**src/sv/spq_pkg.sv**
```systemverilog
package spq_pkg;

  localparam int DEPTH_DEF = 16;

  localparam logic CMD_ENQ = 1'b0;
  localparam logic CMD_DEQ = 1'b1;

  localparam logic [1:0] ST_OK    = 2'd0;
  localparam logic [1:0] ST_FULL  = 2'd1;
  localparam logic [1:0] ST_EMPTY = 2'd2;

  // read address select
  localparam logic [1:0] RD_HEAD   = 2'd0;
  localparam logic [1:0] RD_IDX_M1 = 2'd1;
  localparam logic [1:0] RD_IDX_M2 = 2'd2;

  typedef struct packed {
    logic               cmd;
    logic signed [31:0] in_data;
    logic signed [31:0] in_priority;
  } in_item_t;

  typedef struct packed {
    logic               out_valid;
    logic signed [31:0] out_data;
    logic signed [31:0] out_priority;
    logic [1:0]         status;
    logic [4:0]         occupancy;
  } out_item_t;

  typedef struct packed {
    logic signed [31:0] data;
    logic signed [31:0] prio;
  } entry_t;

  typedef struct packed {
    logic       load;
    logic       rd_en;
    logic [1:0] rd_sel;
    logic       shift;
    logic       place;
    logic       deq_take;
    logic       res_full;
    logic       res_empty;
    logic       out_load;
  } spq_cmd_t;

  typedef struct packed {
    logic is_enq;
    logic full;
    logic empty;
    logic idx_zero;
    logic idx_one;
    logic cmp_ge;
  } spq_stat_t;

endpackage

```
**src/sv/spq_dp.sv**
```systemverilog
module spq_dp #(
  parameter int DEPTH = spq_pkg::DEPTH_DEF
) (
  input  logic               clk,
  input  logic               rst_n,
  input  spq_pkg::in_item_t  in_item,
  input  spq_pkg::spq_cmd_t  cmd,
  output spq_pkg::spq_stat_t stat,
  output spq_pkg::out_item_t out_item
);

  localparam int AW = $clog2(DEPTH);
  localparam int CW = $clog2(DEPTH + 1);

  spq_pkg::entry_t    mem [DEPTH];
  spq_pkg::entry_t    rd_data_r;
  spq_pkg::in_item_t  item_r;
  spq_pkg::out_item_t res_r;
  spq_pkg::out_item_t out_r;

  logic [AW-1:0] head_r;
  logic [AW-1:0] head_nxt;
  logic [CW-1:0] count_r;
  logic [CW-1:0] count_nxt;
  logic [CW-1:0] idx_r;

  logic [AW-1:0]   rd_addr;
  logic [AW-1:0]   wr_addr;
  logic            wr_en;
  spq_pkg::entry_t wr_data;

  // slot k of the sorted order lives at head + k, wrapped around the ring
  function automatic logic [AW-1:0] phys(input logic [AW-1:0] head, input logic [CW-1:0] k);
    logic [CW:0] s;
    s = (CW+1)'(head) + (CW+1)'(k);
    if (s >= (CW+1)'(DEPTH)) begin
      s = s - (CW+1)'(DEPTH);
    end
    return s[AW-1:0];
  endfunction

  always_comb begin
    unique case (cmd.rd_sel)
      spq_pkg::RD_IDX_M1: rd_addr = phys(head_r, idx_r - 1'b1);
      spq_pkg::RD_IDX_M2: rd_addr = phys(head_r, idx_r - 2'd2);
      default:            rd_addr = head_r;
    endcase
  end

  assign wr_en   = cmd.shift | cmd.place;
  assign wr_addr = phys(head_r, idx_r);
  always_comb begin
    if (cmd.place) begin
      wr_data.data = item_r.in_data;
      wr_data.prio = item_r.in_priority;
    end else begin
      wr_data = rd_data_r;
    end
  end

  always_ff @(posedge clk) begin
    if (wr_en) begin
      mem[wr_addr] <= wr_data;
    end
    if (cmd.rd_en) begin
      rd_data_r <= mem[rd_addr];
    end
  end

  always_comb begin
    head_nxt  = head_r;
    count_nxt = count_r;
    if (cmd.place) begin
      count_nxt = count_r + 1'b1;
    end else if (cmd.deq_take) begin
      count_nxt = count_r - 1'b1;
      head_nxt  = (head_r == AW'(DEPTH - 1)) ? '0 : head_r + 1'b1;
    end
  end

  always_ff @(posedge clk) begin
    if (!rst_n) begin
      head_r  <= '0;
      count_r <= '0;
    end else begin
      head_r  <= head_nxt;
      count_r <= count_nxt;
    end
  end

  always_ff @(posedge clk) begin
    if (cmd.load) begin
      item_r <= in_item;
      idx_r  <= count_r;
    end else if (cmd.shift) begin
      idx_r <= idx_r - 1'b1;
    end

    if (cmd.place) begin
      res_r.out_valid    <= 1'b0;
      res_r.out_data     <= '0;
      res_r.out_priority <= '0;
      res_r.status       <= spq_pkg::ST_OK;
      res_r.occupancy    <= 5'(count_nxt);
    end else if (cmd.deq_take) begin
      res_r.out_valid    <= 1'b1;
      res_r.out_data     <= rd_data_r.data;
      res_r.out_priority <= rd_data_r.prio;
      res_r.status       <= spq_pkg::ST_OK;
      res_r.occupancy    <= 5'(count_nxt);
    end else if (cmd.res_full || cmd.res_empty) begin
      res_r.out_valid    <= 1'b0;
      res_r.out_data     <= '0;
      res_r.out_priority <= '0;
      res_r.status       <= cmd.res_full ? spq_pkg::ST_FULL : spq_pkg::ST_EMPTY;
      res_r.occupancy    <= 5'(count_r);
    end

    if (cmd.out_load) begin
      out_r <= res_r;
    end
  end

  assign stat.is_enq   = (item_r.cmd == spq_pkg::CMD_ENQ);
  assign stat.full     = (count_r == CW'(DEPTH));
  assign stat.empty    = (count_r == '0);
  assign stat.idx_zero = (idx_r == '0);
  assign stat.idx_one  = (idx_r == CW'(1));
  assign stat.cmp_ge   = (rd_data_r.prio >= item_r.in_priority);

  assign out_item = out_r;

endmodule

```
**src/sv/spq_ctrl.sv**
```systemverilog
module spq_ctrl (
  input  logic               clk,
  input  logic               rst_n,
  input  logic               in_valid,
  output logic               in_ready,
  output logic               out_valid,
  input  logic               out_ready,
  input  spq_pkg::spq_stat_t stat,
  output spq_pkg::spq_cmd_t  cmd
);

  localparam logic [2:0] S_IDLE   = 3'd0;
  localparam logic [2:0] S_DECODE = 3'd1;
  localparam logic [2:0] S_SCAN   = 3'd2;
  localparam logic [2:0] S_PLACE  = 3'd3;
  localparam logic [2:0] S_DEQ    = 3'd4;
  localparam logic [2:0] S_FIN    = 3'd5;

  logic [2:0] state_r;
  logic [2:0] state_nxt;
  logic       out_vld_r;
  logic       out_vld_nxt;

  assign in_ready  = (state_r == S_IDLE);
  assign out_valid = out_vld_r;

  always_comb begin
    state_nxt = state_r;
    cmd       = '0;
    unique case (state_r)
      S_IDLE: begin
        if (in_valid) begin
          cmd.load  = 1'b1;
          state_nxt = S_DECODE;
        end
      end
      S_DECODE: begin
        if (stat.is_enq) begin
          if (stat.full) begin
            cmd.res_full = 1'b1;
            state_nxt    = S_FIN;
          end else if (stat.idx_zero) begin
            cmd.place = 1'b1;
            state_nxt = S_FIN;
          end else begin
            cmd.rd_en  = 1'b1;
            cmd.rd_sel = spq_pkg::RD_IDX_M1;
            state_nxt  = S_SCAN;
          end
        end else if (stat.empty) begin
          cmd.res_empty = 1'b1;
          state_nxt     = S_FIN;
        end else begin
          cmd.rd_en  = 1'b1;
          cmd.rd_sel = spq_pkg::RD_HEAD;
          state_nxt  = S_DEQ;
        end
      end
      S_SCAN: begin
        // move the entry below one slot up while it does not outrank the new one
        if (stat.cmp_ge) begin
          cmd.shift = 1'b1;
          if (stat.idx_one) begin
            state_nxt = S_PLACE;
          end else begin
            cmd.rd_en  = 1'b1;
            cmd.rd_sel = spq_pkg::RD_IDX_M2;
          end
        end else begin
          cmd.place = 1'b1;
          state_nxt = S_FIN;
        end
      end
      S_PLACE: begin
        cmd.place = 1'b1;
        state_nxt = S_FIN;
      end
      S_DEQ: begin
        cmd.deq_take = 1'b1;
        state_nxt    = S_FIN;
      end
      S_FIN: begin
        if (!out_vld_r || out_ready) begin
          cmd.out_load = 1'b1;
          state_nxt    = S_IDLE;
        end
      end
      default: state_nxt = S_IDLE;
    endcase
  end

  always_comb begin
    out_vld_nxt = out_vld_r;
    if (cmd.out_load) begin
      out_vld_nxt = 1'b1;
    end else if (out_ready) begin
      out_vld_nxt = 1'b0;
    end
  end

  always_ff @(posedge clk) begin
    if (!rst_n) begin
      state_r   <= S_IDLE;
      out_vld_r <= 1'b0;
    end else begin
      state_r   <= state_nxt;
      out_vld_r <= out_vld_nxt;
    end
  end

endmodule

```
**src/sv/sorted_priority_queue.sv**
```systemverilog
// Sorted min-priority queue on a ring buffer memory, one operation at a time.
// A dequeue takes the head entry. An enqueue moves each stored entry with priority >= the
// new one up one slot per cycle, then places the new entry; into an empty queue it is
// placed directly. A full enqueue or an empty dequeue only reports its status. The next
// input can be taken in the same cycle as result valid; a result waiting at the output
// does not hold off that input. Synchronous reset empties the queue at once.
module sorted_priority_queue #(
  parameter int DEPTH = spq_pkg::DEPTH_DEF
) (
  input  logic               clk,
  input  logic               rst_n,
  input  logic               in_valid,
  output logic               in_ready,
  input  spq_pkg::in_item_t  in_item,
  output logic               out_valid,
  input  logic               out_ready,
  output spq_pkg::out_item_t out_item
);

  spq_pkg::spq_cmd_t  cmd;
  spq_pkg::spq_stat_t stat;

  spq_ctrl u_ctrl (
    .clk       (clk),
    .rst_n     (rst_n),
    .in_valid  (in_valid),
    .in_ready  (in_ready),
    .out_valid (out_valid),
    .out_ready (out_ready),
    .stat      (stat),
    .cmd       (cmd)
  );

  spq_dp #(
    .DEPTH (DEPTH)
  ) u_dp (
    .clk      (clk),
    .rst_n    (rst_n),
    .in_item  (in_item),
    .cmd      (cmd),
    .stat     (stat),
    .out_item (out_item)
  );

endmodule

```
**config.mk**
```make
export PLATFORM = sky130hd
export DESIGN_NAME = sorted_priority_queue
export DESIGN_NICKNAME = d
export VERILOG_FILES = /design/src/sv/spq_pkg.sv /design/src/sv/spq_dp.sv /design/src/sv/spq_ctrl.sv /design/src/sv/sorted_priority_queue.sv
export SDC_FILE = /design/constraint.sdc
export NUM_CORES = 1
export LEC_CHECK = 0
export BUFFER_PORTS_ARGS = -buffer_cell sky130_fd_sc_hd__buf_4
export CORE_MARGIN = 1.5
export CORE_UTILIZATION = 50
export CTS_CLUSTER_SIZE = 24
export DETAILED_ROUTE_END_ITERATION = 12
export PLACE_DENSITY_LB_ADDON = 0.12
export RECOVER_POWER = 100
export SYNTH_ARGS = -nofsm -noshare
export SYNTH_HDL_FRONTEND = slang
export SYNTH_SLANG_ARGS = --single-unit
```
**constraint.sdc**
```tcl
create_clock -name clk -period 5.9 [get_ports clk]
set_clock_uncertainty 0.05 [all_clocks]
set_input_delay 1.18 -clock clk [delete_from_list [all_inputs] [get_ports clk]]
set_output_delay 1.18 -clock clk [all_outputs]
set_load 0.05 [all_outputs]
```
==> impl_metrics.ini, run 1 <==
[global_routing]
grt_max_degree = 126
first_global_vias = 29600
grt_use_total = 0.237
grt_util_met2 = 0.373
top_usage_layer = met2
grt_antenna_before_repair = 3
grt_overflow_total = 0
grtUsageMet1 = 0.341
grt_pass1_wl_um = 188000
use_met3 = 0.0405

[power_and_ir_drop]
ir_drop_mv = 0.447
powerDensity_mw_per_mm2 = 540
p_leak_nw = 19.3

[sta]
post-route-period-util = 0.951
setup_tns_ns = 0
finalSetupViolCount = 0
rsz0062_at_grt = no
slew_headroom = -1.13
worst-slew-pin-transition_ns = 3.20
min_period_ns = 5.61
setup_ws_ns = 0.288
final_hold_viol_count = 0
slew_violations = 631
fmax_mhz = 178

[drt]
drc = 0
firstDrtPassIters = 6
finalWirelength_um = 126000
wire_per_inst_um = 24.6
first_iter_violations = 2891
ant_nets = 0
num_vias = 30200
viasPerCell = 5.89

[clocking]
numCtsBuffers = 137
cts_root_buffer = clkbuf_16
cts_buffer_depth = 3
path_clk_slew_ns = 0.06
hold_buffers = 0
cts.sinks = 1315
clk_latency_ns = 0.74
htreeDepth = 4
cts_tree = built

[worst_setup_path]
cp-end-kind = flip-flop
r2r_cells = 10
setup.worst_path.start_class = flip-flop
max_stage_delay_ns = 1.54
startpoint = u_dp.rd_data_r[22]
cp-endpoint = u_dp.mem[13][5]
r2r-end = u_dp.mem[13][5]
cp.arrival_ns = 5.97
path_max_fanout = 19
crit_type = reg2reg
crit_required_ns = 6.26
crit_chain = ha_1, nand4_1, nor4_2, nand3_1, a31oi_2, o21ai_2, clkbuf_1, a21oi_1, clkbuf_2, mux2_1
reg2reg_slack_ns = 0.29
r2r_start = u_dp.rd_data_r[22]
slowest_stage = a21oi_1

[yosys]
ys_ff_latch = 1315
yosysTopAreaCell = edfxtp_1
synth_edf_count = 1235
syn_area_mm2 = 0.0522
yosysTopAreaCellShare = 0.711
synth.net_count = 3607
synth.area.top_cells = edfxtp_1 71%, nand2_1 4.4%, a211oi_1 3.7%
synth_flop_cell = edfxtp_1
ys_warn_count = 0
synthCells = 3490
async_reset_ff_frac = 0
synth.distinct_cells = 62
seq_area_frac_synth = 0.741
avgSynthCellArea_um2 = 15.0

[final_layout]
antenna_cells = 0
final_cell_mix = 1,235 x edfxtp_1, 614 x nand2_1, 259 x a31oi_1, 258 x and2_1, 257 x a211oi_1
synthToLayoutAreaGrowth_pct = 13.5
final_area_mm2 = 0.0592
stdcell_count = 5124
fin_util = 0.572
layout-drive-gt1-share = 0.122
mostFrequentLayoutCell = edfxtp_1
fill_cells = 8117
final_nets = 3749

[die]
core_mm2 = 0.103
pin_count = 143
start_util = 0.504
die_y_um = 326
die-area_mm2 = 0.106
fp.dieW_um = 326
row_count = 118

[placed_design]
port_buffers = 142
placed_cell_area_mm2 = 0.0554
place_ws_ns = -0.0344
placedCellCount = 4869
dp_hpwl_um = 66900
gp_congestion = 0.827

[job]
cap_violations = 24

[outcome]
outcome = finished with violations
violations = max-capacitance violations, max-slew violations

[worst_hold_path]
min_path_type = reg2reg
worstHoldStart = u_dp.res_r[4]
[cell usage after synthesis (3+ instances only)]
cell type  instances
inv_1             46
dfxtp_1           80
a21o_1             7
nor2b_1            5
mux2_2            36
a21oi_1           89
nand4_1            7
mux4_2            64
buf_6              3
buf_1             11
nor3_1            10
a22oi_1            3
nor2_1            37
edfxtp_1        1235
nand3b_1           4
xor2_1             7
and2_1           259
a311oi_1           3
nand2b_1           3
mux2_4            30
o211ai_1           5
or3_1              5
xnor2_1            6
buf_2             60
nand3_1           79
clkbuf_1         152
a31oi_1          260
nand2_1          615
a221oi_1           3
a211oi_1         257
o21ai_0           12
buf_4              5
ha_1              46
and3_1             3
mux2i_1            4
[per-layer routing]
metal	wire length [um]	share of wire	vias up
met5	0	0	-
met1	55700	0.44	15300
li1	-	-	13600
met4	2930	0.023	0
met3	8400	0.067	196
met2	59100	0.47	1051
[where the power goes]
| part | total [W] | internal [W] | switching, W |
|---|---|---|---|
| sequential | 0.0136 | 0.0130 | 0.000652 |
| combinational | 0.00962 | 0.00329 | 0.00632 |
| clock | 0.00875 | 0.00523 | 0.00353 |
| total | 0.0320 | 0.0215 | 0.0105 |
[kinds of logic (layout without fill, tap and decap cells)]
kind of cell,Yosys count,after routing,synth area share
multiplexers,135,135,0.0450
adder cells (fa/ha/maj),48,48,0.0118
flip-flops,1315,1315,0.741
AO/OA/AOI/OAI,662,663,0.0849
buffers and inverters,279,532,0.0227
XOR/XNOR,14,14,0.00249
AND/OR/NAND/NOR,1037,1037,0.0917
[cell type report]
class / instances / area, um^2 / share of cell area
inverter: 46 / 174 / 0.00294
sequential: 1315 / 38700 / 0.653
clock inverter: 81 / 895 / 0.0151
multi-input combinational: 1897 / 12400 / 0.209
tap: 1380 / 1730 / 0.0292
timing repair buffer: 235 / 1680 / 0.0284
clock buffer: 170 / 3710 / 0.0626
[timing repair]
action / CTS / global route
setup buffers: 2 / 1
endpoints found under the setup margin: 19 / 63
resized for setup: 0 / 6
gates cloned: 0 / 1
[state kept, by name, summed over array words and instances (netlist names)]
signal / flops
u_dp.count_r: 5
u_dp.head_r: 4
u_dp.idx_r: 5
u_dp.out_item: 72
u_dp.mem: 1024
u_dp.item_r: 65
u_ctrl.out_valid: 1
u_ctrl.state_r: 3
u_dp.res_r: 72
u_dp.rd_data_r: 64
[worst min path at each step]
stage,end,slack (ns),cells past startpoint
after floorplan,u_dp.out_item[0],0.35,0
after global routing,u_dp.out_item[1],0.37,0
after CTS,u_dp.out_item[23],0.37,0
final,u_dp.out_item[4],0.37,0
after detailed placement,u_dp.out_item[1],0.35,0
after global placement,u_dp.out_item[4],0.35,0
[through the flow]
step                      total power (W)  hold WS [ns]
after floorplan                    0.0203         0.350
after global placement             0.0233         0.354
after detailed placement           0.0236         0.355
after CTS                          0.0324         0.365
after global routing               0.0335         0.373
final                              0.0320         0.367
[critical path, delay by kind of cell, from the launching register on]
kind | cells | cell delay, ns
muxes | 1 | 0.59
and+or+nand+nor | 3 | 0.75
adders and majority gates | 1 | 0.33
buffers and inverters | 2 | 1.17
AOI/OAI and AO/OA | 3 | 1.91
DFF | 1 | 0.43
No activity file was read; power rests on OpenSTA's default activity.
==> run 2, diff against run 1 <==
Settings changed: CORE_UTILIZATION 50 to 62.
==> run 2 against run 1 <==
Compared with the run above:
- the run still ends with max-capacitance violations, max-slew violations left
- clock power down 1%
- critical path depth grew 11
- hold slack worse by 0.0016 ns
- combinational power is 2% lower
- setup slack worse by 0.011 ns
- register-to-register slack about the same
- sequential share of layout area is 0.71 points higher
- sequential power about the same
- critical path type unchanged
- critical endpoint is now u_dp.rd_data_r[3]
==> impl_metrics.ini, run 2 (synthesis results as in run 1) <==
[global_routing]
first_global_vias = 29600
grt_pass1_wl_um = 183000
grt_max_degree = 193
grt_antenna_before_repair = 0
grt_overflow_total = 0
grt_use_total = 0.286

[final_layout]
synthToLayoutAreaGrowth_pct = 12.3
top_register = u_dp.mem
antenna_cells = 0
final_nets = 3730
mostFrequentLayoutCell = edfxtp_1
largest_reg_flops = 1024
fill_cells = 5461
layout-drive-gt1-share = 0.109
final_cell_mix = 1,235 x edfxtp_1, 615 x nand2_1, 260 x a31oi_1, 258 x and2_1, 257 x a211oi_1

[die]
fp.dieW_um = 293
pin_count = 143
die_y_um = 293
start_util = 0.626
die-area_mm2 = 0.0859
row_count = 106
core_mm2 = 0.0834

[outcome]
outcome = finished with violations
violations = max-capacitance violations, max-slew violations

[placed_design]
place_ws_ns = 0.172
gp_congestion = 0.813
port_buffers = 142
dp_hpwl_um = 63300

[worst_setup_path]
slowest_stage = mux4_2
crit_type = reg2reg
crit_required_ns = 6.32
setup.worst_path.start_class = flip-flop
crit_path_frequent_cell = ha_1
cp.arrival_ns = 6.04
cp-end-kind = flip-flop
reg2reg_slack_ns = 0.28
crit_chain = ha_1, nand4_2, nor3_2, nand3_1, a31oi_1, o21ai_2, nor3_1, ha_1, xnor2_1, ha_1, inv_1, fa_1, xor2_1, nor2_1, a21oi_4, buf_12, buf_12, clkbuf_2, a211oi_1, a31oi_1, mux4_2
max_stage_delay_ns = 0.47
path_buf_inv = 4
path_max_fanout = 25
cp_top_family = adder cells

[drt]
ant_nets = 0
first_iter_violations = 3482
finalWirelength_um = 122000
wire_per_inst_um = 25.4
firstDrtPassIters = 7
num_vias = 30400
viasPerCell = 6.33
drc = 0

[sta]
setup_ws_ns = 0.276
final_hold_viol_count = 0
post-route-period-util = 0.953
finalSetupViolCount = 0
worst-slew-pin-transition_ns = 2.83
min_period_ns = 5.62
slew_headroom = -0.887
fmax_mhz = 178
slew_violations = 850

[clocking]
cts_root_buffer = clkbuf_16
clk_latency_ns = 0.74
cts_buffer_depth = 3
path_clk_slew_ns = 0.06
cts_tree = built
numCtsBuffers = 133
cts.sinks = 1315
htreeDepth = 4

[job]
cap_violations = 28

[power_and_ir_drop]
powerDensity_mw_per_mm2 = 540
p_leak_nw = 19.1
ir_drop_mv = 0.408
p_total_w = 0.0317

[worst_hold_path]
min_path_type = reg2reg
[run 2: cell types whose count changed in the layout (fill, tap and decap cells not counted), moves of 7 or more]
cell and delta:
clkinv_16 +7, clkinv_2 -11, clkbuf_8 +9, clkinv_1 -8, buf_12 -10, clkbuf_2 -8, mux2_2 -15, clkbuf_1 +17
clkbuf_16 -8, mux2_1 +17
[run 2: path summary, 6_finish.rpt]
| check | start | to | cells after the start |
|---|---|---|---|
| setup / recovery | u_dp.rd_data_r[31] | u_dp.rd_data_r[3] | 21 |
| hold / removal | u_dp.res_r[7] | u_dp.out_item[7] | 0 |
| setup reg to reg | u_dp.rd_data_r[31] | u_dp.rd_data_r[3] | 21 |
| hold reg to reg | u_dp.res_r[7] | u_dp.out_item[7] | 0 |
[run 2: final cells by class]
cell class	count	area [um^2]	area share
Sequential cell	1315	38700	0.660
Multi-Input combinational cell	1896	12300	0.210
Clock buffer	188	3700	0.0631
Timing Repair Buffer	221	1480	0.0253
Tap cell	1080	1350	0.0231
Clock inverter	57	883	0.0151
Inverter	46	174	0.00297
[run 2: report_power, final]
| part | internal [W] | switching (W) | total (W) |
|---|---|---|---|
| Combinational | 0.00313 | 0.00631 | 0.00944 |
| Clock | 0.00507 | 0.00356 | 0.00863 |
| Sequential | 0.0130 | 0.000621 | 0.0136 |
| Total | 0.0212 | 0.0105 | 0.0317 |
[run 2: worst register-to-register path: cells and delay by family (launching register included)]
kind	cells	cell delay (ns)
muxes	1	0.47
DFF	1	0.46
buffers and inverters	4	0.64
xor gates and xnor gates	2	0.33
and+or+nand+nor	5	1.21
AOI/OAI and AO/OA	5	0.88
adders and majority gates	4	1.31
[run 2: through the flow]
stage                     instance area [um^2]  setup TNS, ns  hold WS [ns]  cells  utilization
after detailed placement                 54800              0         0.363   4555        0.656
final                                    58600              0         0.365   4803        0.702
after global placement                   54800              0         0.356   4555        0.656
after CTS                                59300              0         0.361   4800        0.711
after global routing                     58600       -0.00286         0.380   4803        0.702
after floorplan                          52200              0         0.350   3490            -
[run 2: routing by layer]
layer,up-vias,wire (um),global-route usage
li1,13500,-,-
met1,15300,50700,0.414
met2,1376,58200,0.455
met3,209,10200,0.0465
met4,0,2830,0.0806
met5,-,0,0
[run 2: what timing repair did]
item / CTS / global route
gates resized for setup: 0 / 2
hold buffers: 0 / 0
endpoints found under the setup margin: 0 / 56
buffers inserted: 0 / 2
endpoints found under the hold margin: 0 / 0
